===== src/hdl/utf8d_pkg.sv =====
// shared types, constants and the offset table of the utf8 decoder
// no dependencies
package utf8d_pkg;

  localparam int CP_W  = 32;
  localparam int CNT_W = 3;

  localparam logic [1:0]       CONT_TAG = 2'b10;
  localparam logic [CNT_W-1:0] SEQ_MAX  = 3'd6;
  localparam logic [CNT_W-1:0] CNT_ONE  = 3'd1;
  localparam logic [CNT_W-1:0] CNT_IDLE = 3'd0;

  // one pending code point, before the offset is taken off
  typedef struct packed {
    logic [CP_W-1:0]  acc;
    logic [CNT_W-1:0] cnt;
    logic             tl;
  } res_t;

  // results caused by one accepted byte: a = flushed by a start byte, b = end of text
  typedef struct packed {
    logic a_vld;
    res_t a;
    logic b_vld;
    res_t b;
  } entry_t;

  // queue status seen by the back end
  typedef struct packed {
    logic   vld;
    entry_t head;
  } q_head_t;

  function automatic logic [CP_W-1:0] seq_offset(input logic [CNT_W-1:0] cnt);
    logic [CP_W-1:0] off;
    unique case (cnt)
      3'd0, 3'd1: off = 32'h0000_0000;
      3'd2:       off = 32'h0000_3080;
      3'd3:       off = 32'h000E_2080;
      3'd4:       off = 32'h03C8_2080;
      3'd5:       off = 32'hFA08_2080;
      default:    off = 32'h8208_2080;
    endcase
    return off;
  endfunction

endpackage


===== src/hdl/utf8d_if.sv =====
// byte and code point channel interfaces of the utf8 decoder
// depends on nothing
interface utf8d_byte_if;
  logic       valid;
  logic       ready;
  logic [7:0] data_byte;
  logic       end_of_text;
  modport source (output valid, data_byte, end_of_text, input ready);
  modport sink   (input valid, data_byte, end_of_text, output ready);
endinterface

interface utf8d_cp_if;
  logic        valid;
  logic        ready;
  logic [31:0] code_point;
  logic        too_long;
  logic        last_result;
  modport source (output valid, code_point, too_long, last_result, input ready);
  modport sink   (input valid, code_point, too_long, last_result, output ready);
endinterface


===== src/hdl/utf8d_front.sv =====
// front end: accepts bytes, tracks the pending sequence, builds result entries
// depends on utf8d_pkg and utf8d_byte_if
module utf8d_front (
  input  logic                 clk,
  input  logic                 rst_n,
  utf8d_byte_if.sink           in_ch,
  input  logic                 q_full,
  output logic                 push,
  output utf8d_pkg::entry_t    push_ent
);

  logic [utf8d_pkg::CP_W-1:0]  acc_r, acc_nxt, acc_mid;
  logic [utf8d_pkg::CNT_W-1:0] cnt_r, cnt_nxt, cnt_mid;
  logic                        ovf_r, ovf_nxt, ovf_mid;
  logic                        cont, accept;

  assign in_ch.ready = !q_full;
  assign accept      = in_ch.valid && in_ch.ready;
  assign cont        = in_ch.data_byte[7:6] == utf8d_pkg::CONT_TAG;

  always_comb begin
    push_ent       = '0;
    push_ent.a.acc = acc_r;
    push_ent.a.cnt = cnt_r;
    push_ent.a.tl  = ovf_r;
    acc_mid        = {24'd0, in_ch.data_byte};
    cnt_mid        = utf8d_pkg::CNT_ONE;
    ovf_mid        = 1'b0;
    if (cnt_r == utf8d_pkg::CNT_IDLE) begin
      // first byte after idle always opens a sequence
    end else if (cont) begin
      acc_mid = {acc_r[utf8d_pkg::CP_W-7:0], 6'd0} + {24'd0, in_ch.data_byte};
      if (cnt_r < utf8d_pkg::SEQ_MAX) begin
        cnt_mid = cnt_r + utf8d_pkg::CNT_ONE;
        ovf_mid = ovf_r;
      end else begin
        cnt_mid = cnt_r;
        ovf_mid = 1'b1;
      end
    end else begin
      push_ent.a_vld = 1'b1;
    end
    push_ent.b_vld = in_ch.end_of_text;
    push_ent.b.acc = acc_mid;
    push_ent.b.cnt = cnt_mid;
    push_ent.b.tl  = ovf_mid;
    if (in_ch.end_of_text) begin
      acc_nxt = '0;
      cnt_nxt = utf8d_pkg::CNT_IDLE;
      ovf_nxt = 1'b0;
    end else begin
      acc_nxt = acc_mid;
      cnt_nxt = cnt_mid;
      ovf_nxt = ovf_mid;
    end
  end

  assign push = accept && (push_ent.a_vld || push_ent.b_vld);

  always_ff @(posedge clk) begin
    if (!rst_n) begin
      acc_r <= '0;
      cnt_r <= utf8d_pkg::CNT_IDLE;
      ovf_r <= 1'b0;
    end else if (accept) begin
      acc_r <= acc_nxt;
      cnt_r <= cnt_nxt;
      ovf_r <= ovf_nxt;
    end
  end

endmodule


===== src/hdl/utf8d_queue.sv =====
// two-entry queue between front and back end
// depends on utf8d_pkg
module utf8d_queue (
  input  logic                 clk,
  input  logic                 rst_n,
  input  logic                 push,
  input  utf8d_pkg::entry_t    push_ent,
  input  logic                 pop,
  output logic                 full,
  output utf8d_pkg::q_head_t   head
);

  utf8d_pkg::entry_t ent_r [2];
  logic       wr_ptr_r, rd_ptr_r;
  logic [1:0] cnt_r;

  assign full      = cnt_r == 2'd2;
  assign head.vld  = cnt_r != 2'd0;
  assign head.head = ent_r[rd_ptr_r];

  always_ff @(posedge clk) begin
    if (push) begin
      ent_r[wr_ptr_r] <= push_ent;
    end
  end

  always_ff @(posedge clk) begin
    if (!rst_n) begin
      wr_ptr_r <= 1'b0;
      rd_ptr_r <= 1'b0;
      cnt_r    <= 2'd0;
    end else begin
      if (push) begin
        wr_ptr_r <= !wr_ptr_r;
      end
      if (pop) begin
        rd_ptr_r <= !rd_ptr_r;
      end
      cnt_r <= cnt_r + {1'b0, push} - {1'b0, pop};
    end
  end

endmodule


===== src/hdl/utf8d_back.sv =====
// back end: walks the results of each entry, takes the offset off, output register
// depends on utf8d_pkg and utf8d_cp_if
module utf8d_back (
  input  logic                 clk,
  input  logic                 rst_n,
  input  utf8d_pkg::q_head_t   head,
  output logic                 pop,
  utf8d_cp_if.source           out_ch
);

  logic                       vld_r;
  logic                       phase_r, phase_nxt;
  logic [utf8d_pkg::CP_W-1:0] cp_r, cp_nxt;
  logic                       tl_r, last_r, last_nxt;
  logic                       load, use_b;
  utf8d_pkg::res_t            sel;

  assign load     = head.vld && (!vld_r || out_ch.ready);
  assign use_b    = phase_r || !head.head.a_vld;
  assign sel      = use_b ? head.head.b : head.head.a;
  assign last_nxt = use_b || !head.head.b_vld;
  assign pop      = load && last_nxt;
  assign cp_nxt   = sel.acc - utf8d_pkg::seq_offset(sel.cnt);

  always_comb begin
    phase_nxt = phase_r;
    if (load) begin
      phase_nxt = !last_nxt;
    end
  end

  always_ff @(posedge clk) begin
    if (!rst_n) begin
      vld_r   <= 1'b0;
      phase_r <= 1'b0;
    end else begin
      phase_r <= phase_nxt;
      if (load) begin
        vld_r <= 1'b1;
      end else if (out_ch.ready) begin
        vld_r <= 1'b0;
      end
    end
  end

  always_ff @(posedge clk) begin
    if (load) begin
      cp_r   <= cp_nxt;
      tl_r   <= sel.tl;
      last_r <= last_nxt;
    end
  end

  assign out_ch.valid       = vld_r;
  assign out_ch.code_point  = cp_r;
  assign out_ch.too_long    = tl_r;
  assign out_ch.last_result = last_r;

endmodule


===== src/hdl/utf8_codepoint_decoder_unit.sv =====
// top level of the streaming utf8 code point decoder
// depends on utf8d_pkg, utf8d_if, utf8d_front, utf8d_queue and utf8d_back
//
// usage:
//   in_ch takes one byte of the string per request, with end_of_text on the
//   last byte. out_ch gives decoded code points, each with too_long (more
//   than six bytes in the sequence) and last_result (final result of a byte).
//   a start byte flushes the pending sequence; end_of_text flushes the
//   sequence holding that byte, so one byte can give zero, one or two results.
// timing:
//   a result passes through the queue and the output register before it shows
//   on out_ch. bytes are taken one per cycle while the queue is not full;
//   results leave one per cycle while out_ch is ready.
// reset:
//   rst_n low clears the pending sequence, the queue and the output register.
// stall:
//   while out_ch is stalled the output register holds; the two-entry queue
//   keeps absorbing bytes, and in_ch.ready drops only when the queue is full.
module utf8_codepoint_decoder_unit (
  input  logic         clk,
  input  logic         rst_n,
  utf8d_byte_if.sink   in_ch,
  utf8d_cp_if.source   out_ch
);

  // front to queue
  logic              push;
  utf8d_pkg::entry_t push_ent;
  // queue status
  logic               q_full;
  utf8d_pkg::q_head_t q_head;
  // back to queue
  logic               pop;

  // byte intake, sequence tracking and result classification
  utf8d_front u_front (
    .clk      (clk),
    .rst_n    (rst_n),
    .in_ch    (in_ch),
    .q_full   (q_full),
    .push     (push),
    .push_ent (push_ent)
  );

  // decouples intake from output stalls
  utf8d_queue u_queue (
    .clk      (clk),
    .rst_n    (rst_n),
    .push     (push),
    .push_ent (push_ent),
    .pop      (pop),
    .full     (q_full),
    .head     (q_head)
  );

  // offset subtraction and output register
  utf8d_back u_back (
    .clk    (clk),
    .rst_n  (rst_n),
    .head   (q_head),
    .pop    (pop),
    .out_ch (out_ch)
  );

endmodule


===== src/flat_wrapper.sv =====
// flat-port wrapper written by rule: the top's interface ports become plain ports
module utf8_codepoint_decoder_unit_flat 
  (clk, rst_n, in_ch_valid, in_ch_data_byte, in_ch_end_of_text, in_ch_ready, out_ch_valid, out_ch_code_point, out_ch_too_long, out_ch_last_result, out_ch_ready);
  utf8d_byte_if in_ch_i ();
  utf8d_cp_if out_ch_i ();
  input  logic clk;
  input  logic rst_n;
  input wire logic [$bits(in_ch_i.valid)-1:0] in_ch_valid;
  input wire logic [$bits(in_ch_i.data_byte)-1:0] in_ch_data_byte;
  input wire logic [$bits(in_ch_i.end_of_text)-1:0] in_ch_end_of_text;
  output wire logic [$bits(in_ch_i.ready)-1:0] in_ch_ready;
  output wire logic [$bits(out_ch_i.valid)-1:0] out_ch_valid;
  output wire logic [$bits(out_ch_i.code_point)-1:0] out_ch_code_point;
  output wire logic [$bits(out_ch_i.too_long)-1:0] out_ch_too_long;
  output wire logic [$bits(out_ch_i.last_result)-1:0] out_ch_last_result;
  input wire logic [$bits(out_ch_i.ready)-1:0] out_ch_ready;
  assign in_ch_i.valid = in_ch_valid;
  assign in_ch_i.data_byte = in_ch_data_byte;
  assign in_ch_i.end_of_text = in_ch_end_of_text;
  assign in_ch_ready = in_ch_i.ready;
  assign out_ch_valid = out_ch_i.valid;
  assign out_ch_code_point = out_ch_i.code_point;
  assign out_ch_too_long = out_ch_i.too_long;
  assign out_ch_last_result = out_ch_i.last_result;
  assign out_ch_i.ready = out_ch_ready;
  utf8_codepoint_decoder_unit u_core (.clk(clk), .rst_n(rst_n), .in_ch(in_ch_i), .out_ch(out_ch_i));
endmodule

===== config.mk =====
export PLATFORM = sky130hd
export DESIGN_NAME = utf8_codepoint_decoder_unit_flat
export DESIGN_NICKNAME = d
export VERILOG_FILES = /design/src/hdl/utf8d_pkg.sv /design/src/hdl/utf8d_if.sv /design/src/hdl/utf8d_front.sv /design/src/hdl/utf8d_queue.sv /design/src/hdl/utf8d_back.sv /design/src/hdl/utf8_codepoint_decoder_unit.sv /design/src/flat_wrapper.sv
export SDC_FILE = /design/constraint.sdc
export NUM_CORES = 1
export LEC_CHECK = 0
export ABC_AREA = 1
export BUFFER_PORTS_ARGS = -buffer_cell sky130_fd_sc_hd__buf_2
export CORE_ASPECT_RATIO = 0.5
export CORE_MARGIN = 2
export CORE_UTILIZATION = 30
export CTS_CLUSTER_DIAMETER = 150
export DETAILED_ROUTE_END_ITERATION = 10
export SLEW_MARGIN = 20
export SYNTH_ARGS = -nofsm -noshare
export SYNTH_HDL_FRONTEND = slang
export SYNTH_SLANG_ARGS = --single-unit

===== constraint.sdc =====
create_clock -name clk -period 6.6 [get_ports clk]
set_input_delay 1.98 -clock clk [delete_from_list [all_inputs] [get_ports clk]]
set_output_delay 1.98 -clock clk [all_outputs]
set_load 0.01 [all_outputs]

==> impl_summary.log <==
INFO  metric status = finished clean
INFO  metric cap_violations = 0
INFO  metric cp_data_arrival_time = 4.67 ns
INFO  metric final.min_clock_period = 4.41 ns
INFO  metric antennaDiodeCount = 0
INFO  metric antenna_left = 0
INFO  metric floorplan.die_area = 37900 um2
INFO  metric antenna_violations_before_repair = 0
INFO  metric synth.yosys.seq_area_share = 58.2%
INFO  metric globalRouteTotalUtil = 13.1%
INFO  metric final_min_period_over_clock_period = 66.8%
INFO  metric min-delay-path-class = register to register
INFO  metric power.static_leakage = ~4.8 nW
INFO  metric netlist_area = 10900 um2
INFO  metric timing.setup.critical_path_class = register to register
INFO  metric post-synth-top-count-cell = sky130_fd_sc_hd__nand2_1
INFO  metric critical_path_required = 6.86 ns
INFO  metric synth-main-ff-cell = sky130_fd_sc_hd__edfxtp_1
INFO  metric mappedNetlistNets = ~1200
INFO  metric max_freq = 227 MHz
INFO  metric coreArea = 35800 um2
INFO  metric drt_pre_antenna_iters = 5
INFO  metric synthDominantAreaCellType = sky130_fd_sc_hd__edfxtp_1
INFO  metric setup-tns-final = 0 ns
INFO  metric die_span_in_y = 139 um
INFO  metric cts_htree_levels = 1
INFO  metric yosys_register_bits = about 230
INFO  metric worstMarginPinSlew = about 1.1 ns
INFO  metric top_level_ports = 49
INFO  metric unrepaired_setup_endpoints_after_global_routing = false
INFO  metric slew-limit-headroom = 26.1%
INFO  metric place_area = ~12000 um2
INFO  metric finish.instance_area = between 10000 and 15000 um2
INFO  metric postRouteWirelength = 25100 um
INFO  metric setup.worst_path.start_class = register
INFO  metric netlist_top_cells_count = sky130_fd_sc_hd__nand2_1, sky130_fd_sc_hd__edfxtp_1, sky130_fd_sc_hd__inv_1
INFO  metric grt-ovfl-total = 0
INFO  metric clk_latency = 0.52 ns
INFO  metric fillerInstances = 3675
INFO  metric maximum_number_of_pins_on_one_net_before_global_route_repair = 73
INFO  metric synthesis.instances = about 1100
INFO  metric synth_top_area_share = 50.3%
INFO  metric die-width = approximately 270 um
INFO  metric cts_root_buffer = sky130_fd_sc_hd__clkbuf_16
INFO  metric power-per-cell-area = 494 nW/um2
INFO  metric hold_viol_final = 0
INFO  metric clkTransAtPathRegs = 0.06 ns
INFO  metric worstPathMaxFanout = 72
INFO  metric cts_tree = built
INFO  metric std_cell_rows = between 40 and 50
INFO  metric io_buffers = 48
INFO  metric floorplan.initialDensity = 30.4%
INFO  metric tritoncts_sink_count = 225
INFO  metric num_vias = 7702
INFO  metric drt_drc_violations_left = 0
INFO  metric cts-resized-gates = 0
INFO  metric syn-mean-instance-area = 9.53 um2
INFO  metric dp.final_hpwl = about 17000 um
INFO  metric final-setup-viol-count = 0
INFO  metric initialDrtViolationCount = 411
INFO  metric wl_per_cell = 14.9 um
INFO  metric timing_max_transition_violations_final = 0
INFO  metric global_route_wire_length_before_repair = about 40000 um
INFO  metric detail_route.vias_per_cell = about 4.6
INFO  metric area_added_between_synthesis_and_finish = 14.0%
INFO  metric count_of_flip_flops_with_a_built_in_enable_after_synthesis = 182
INFO  metric place_congestion = 0.877
INFO  metric postCtsHoldBufs = 0
INFO  metric final_layout_size_suffix_gt1_share = 13.2%
INFO  metric irDropWorstVdd = between 0.15 and 0.2 mV
INFO  metric yosys_warnings = 0
INFO  metric post-cts-setup-buffers = 0
INFO  metric grt_pass1_vias = between 7000 and 8000
INFO  metric clock_path_buffers = 3
INFO  metric post_synth_main_area_contributors = sky130_fd_sc_hd__edfxtp_1, sky130_fd_sc_hd__nand2_1, sky130_fd_sc_hd__dfxtp_1
INFO  metric postSynth.asyncResetShare = 0%
INFO  metric end_kind = register
INFO  metric worst_clock_skew = 0.0224 ns
INFO  metric yosysUniqueCellTypes = 53
INFO  metric net_count_final = 1221
INFO  metric tritoncts_buffers = 23
flip-flops by register name, summed over array words and instances (netlist names), named ones only:
name	flops
u_core.u_queue.cnt_r	2
u_core.u_queue.rd_ptr_r	1
u_core.u_back.out_ch.too_long	1
u_core.u_queue.ent_r	148
u_core.u_back.out_ch.code_point	32
u_core.u_queue.wr_ptr_r	1
u_core.u_back.out_ch.last_result	1
u_core.u_front.cnt_r	3
u_core.u_front.acc_r	32
u_core.u_front.ovf_r	1
u_core.u_back.out_ch.valid	1
u_core.u_back.phase_r	1
worst max-delay path, cell delays in order (launching register included):
cell and delay, ns:
sky130_fd_sc_hd__dfxtp_4 0.68, sky130_fd_sc_hd__inv_4 0.36, sky130_fd_sc_hd__nand2_4 0.18, sky130_fd_sc_hd__nand2_8 0.08, sky130_fd_sc_hd__nand2_8 0.37, sky130_fd_sc_hd__o211ai_1 0.16, sky130_fd_sc_hd__o21ai_1 0.37, sky130_fd_sc_hd__nand3_1 0.27
sky130_fd_sc_hd__ha_1 0.46, sky130_fd_sc_hd__nand2_1 0.13, sky130_fd_sc_hd__nor2_1 0.23, sky130_fd_sc_hd__inv_1 0.07, sky130_fd_sc_hd__nor3_1 0.31, sky130_fd_sc_hd__nand3_1 0.20, sky130_fd_sc_hd__nand4_1 0.13, sky130_fd_sc_hd__nand2_1 0.05
through the flow:
step	hold slack [ns]	std cells	worst slack (ns)	total power, mW	util, %
floorplan	0.426	1140	0.477	4.14	-
global placement	0.434	1644	2.21	4.88	32.5
detailed placement	0.433	1644	2.20	4.89	32.5
CTS	0.443	1684	2.18	6.17	34.5
global route	0.480	1685	1.81	6.63	34.6
finish	0.445	1685	2.19	6.12	34.6
cell families (layout without fill, tap and decap cells):
family / after synthesis / count (layout) / share of synthesized area, %
buffers and inverters: 165 / 226 / 6.12
adder cells (fa/ha/maj): 22 / 22 / 2.60
XOR/XNOR: 18 / 18 / 1.45
flip-flops: 225 / 225 / 58.2
AO/OA/AOI/OAI: 163 / 163 / 8.75
multiplexers: 14 / 14 / 1.29
AND/OR/NAND/NOR: 533 / 533 / 21.6
final cells by class:
class | instances | area (um2) | area share [%]
flip-flops and latches | 225 | 6330 | 51.1
multi-input cells | 750 | 3900 | 31.5
clock buffers | 30 | 622 | 5.02
repair buffers | 55 | 330 | 2.67
inverters | 131 | 494 | 3.99
well taps | 484 | 606 | 4.89
clock inverters | 10 | 104 | 0.838
layout by cell type, fill, tap and decap left out, types with 6 or more instances in the layout:
| cell type | n |
|---|---|
| sky130_fd_sc_hd__nor2_1 | 77 |
| sky130_fd_sc_hd__nand2_1 | 308 |
| sky130_fd_sc_hd__edfxtp_1 | 182 |
| sky130_fd_sc_hd__o21ai_0 | 42 |
| sky130_fd_sc_hd__mux2i_1 | 14 |
| sky130_fd_sc_hd__a21oi_1 | 66 |
| sky130_fd_sc_hd__or2_2 | 17 |
| sky130_fd_sc_hd__o21ai_1 | 9 |
| sky130_fd_sc_hd__inv_2 | 6 |
| sky130_fd_sc_hd__nand3_1 | 48 |
| sky130_fd_sc_hd__nor2_2 | 9 |
| sky130_fd_sc_hd__o211ai_1 | 16 |
| sky130_fd_sc_hd__dfxtp_1 | 42 |
| sky130_fd_sc_hd__clkbuf_16 | 23 |
| sky130_fd_sc_hd__a31oi_1 | 9 |
| sky130_fd_sc_hd__buf_2 | 48 |
| sky130_fd_sc_hd__and3_1 | 6 |
| sky130_fd_sc_hd__inv_1 | 123 |
| sky130_fd_sc_hd__nand4_1 | 15 |
| sky130_fd_sc_hd__xor2_1 | 14 |
| sky130_fd_sc_hd__nand2_2 | 17 |
| sky130_fd_sc_hd__ha_1 | 21 |
| sky130_fd_sc_hd__nor3_1 | 19 |
per-layer routing:
| metal | vias up | routed length [um] | global-route usage (%) |
|---|---|---|---|
| met3 | 33 | 1010 | 1.75 |
| met1 | 3616 | 12000 | 18.2 |
| met2 | 126 | 11600 | 21.6 |
| met4 | 0 | 455 | 2.88 |
| li1 | 3927 | - | - |
| met5 | - | 0 | 0 |
final timing paths:
kind	from	to	slack, ns	depth (start not counted)
hold / removal	u_core.u_queue.rd_ptr_r	register	0.45	1
setup / recovery	register	u_core.u_back.out_ch.code_point[26]	2.19	15
hold reg to reg	u_core.u_queue.rd_ptr_r	register	0.45	1
setup reg to reg	register	u_core.u_back.out_ch.code_point[26]	2.19	15
power breakdown:
group	internal (mW)	switching (mW)
Sequential	1.90	0.109
Clock	0.739	0.522
Combinational	0.931	1.92
Note: power is estimated with default switching activity, not from simulation.
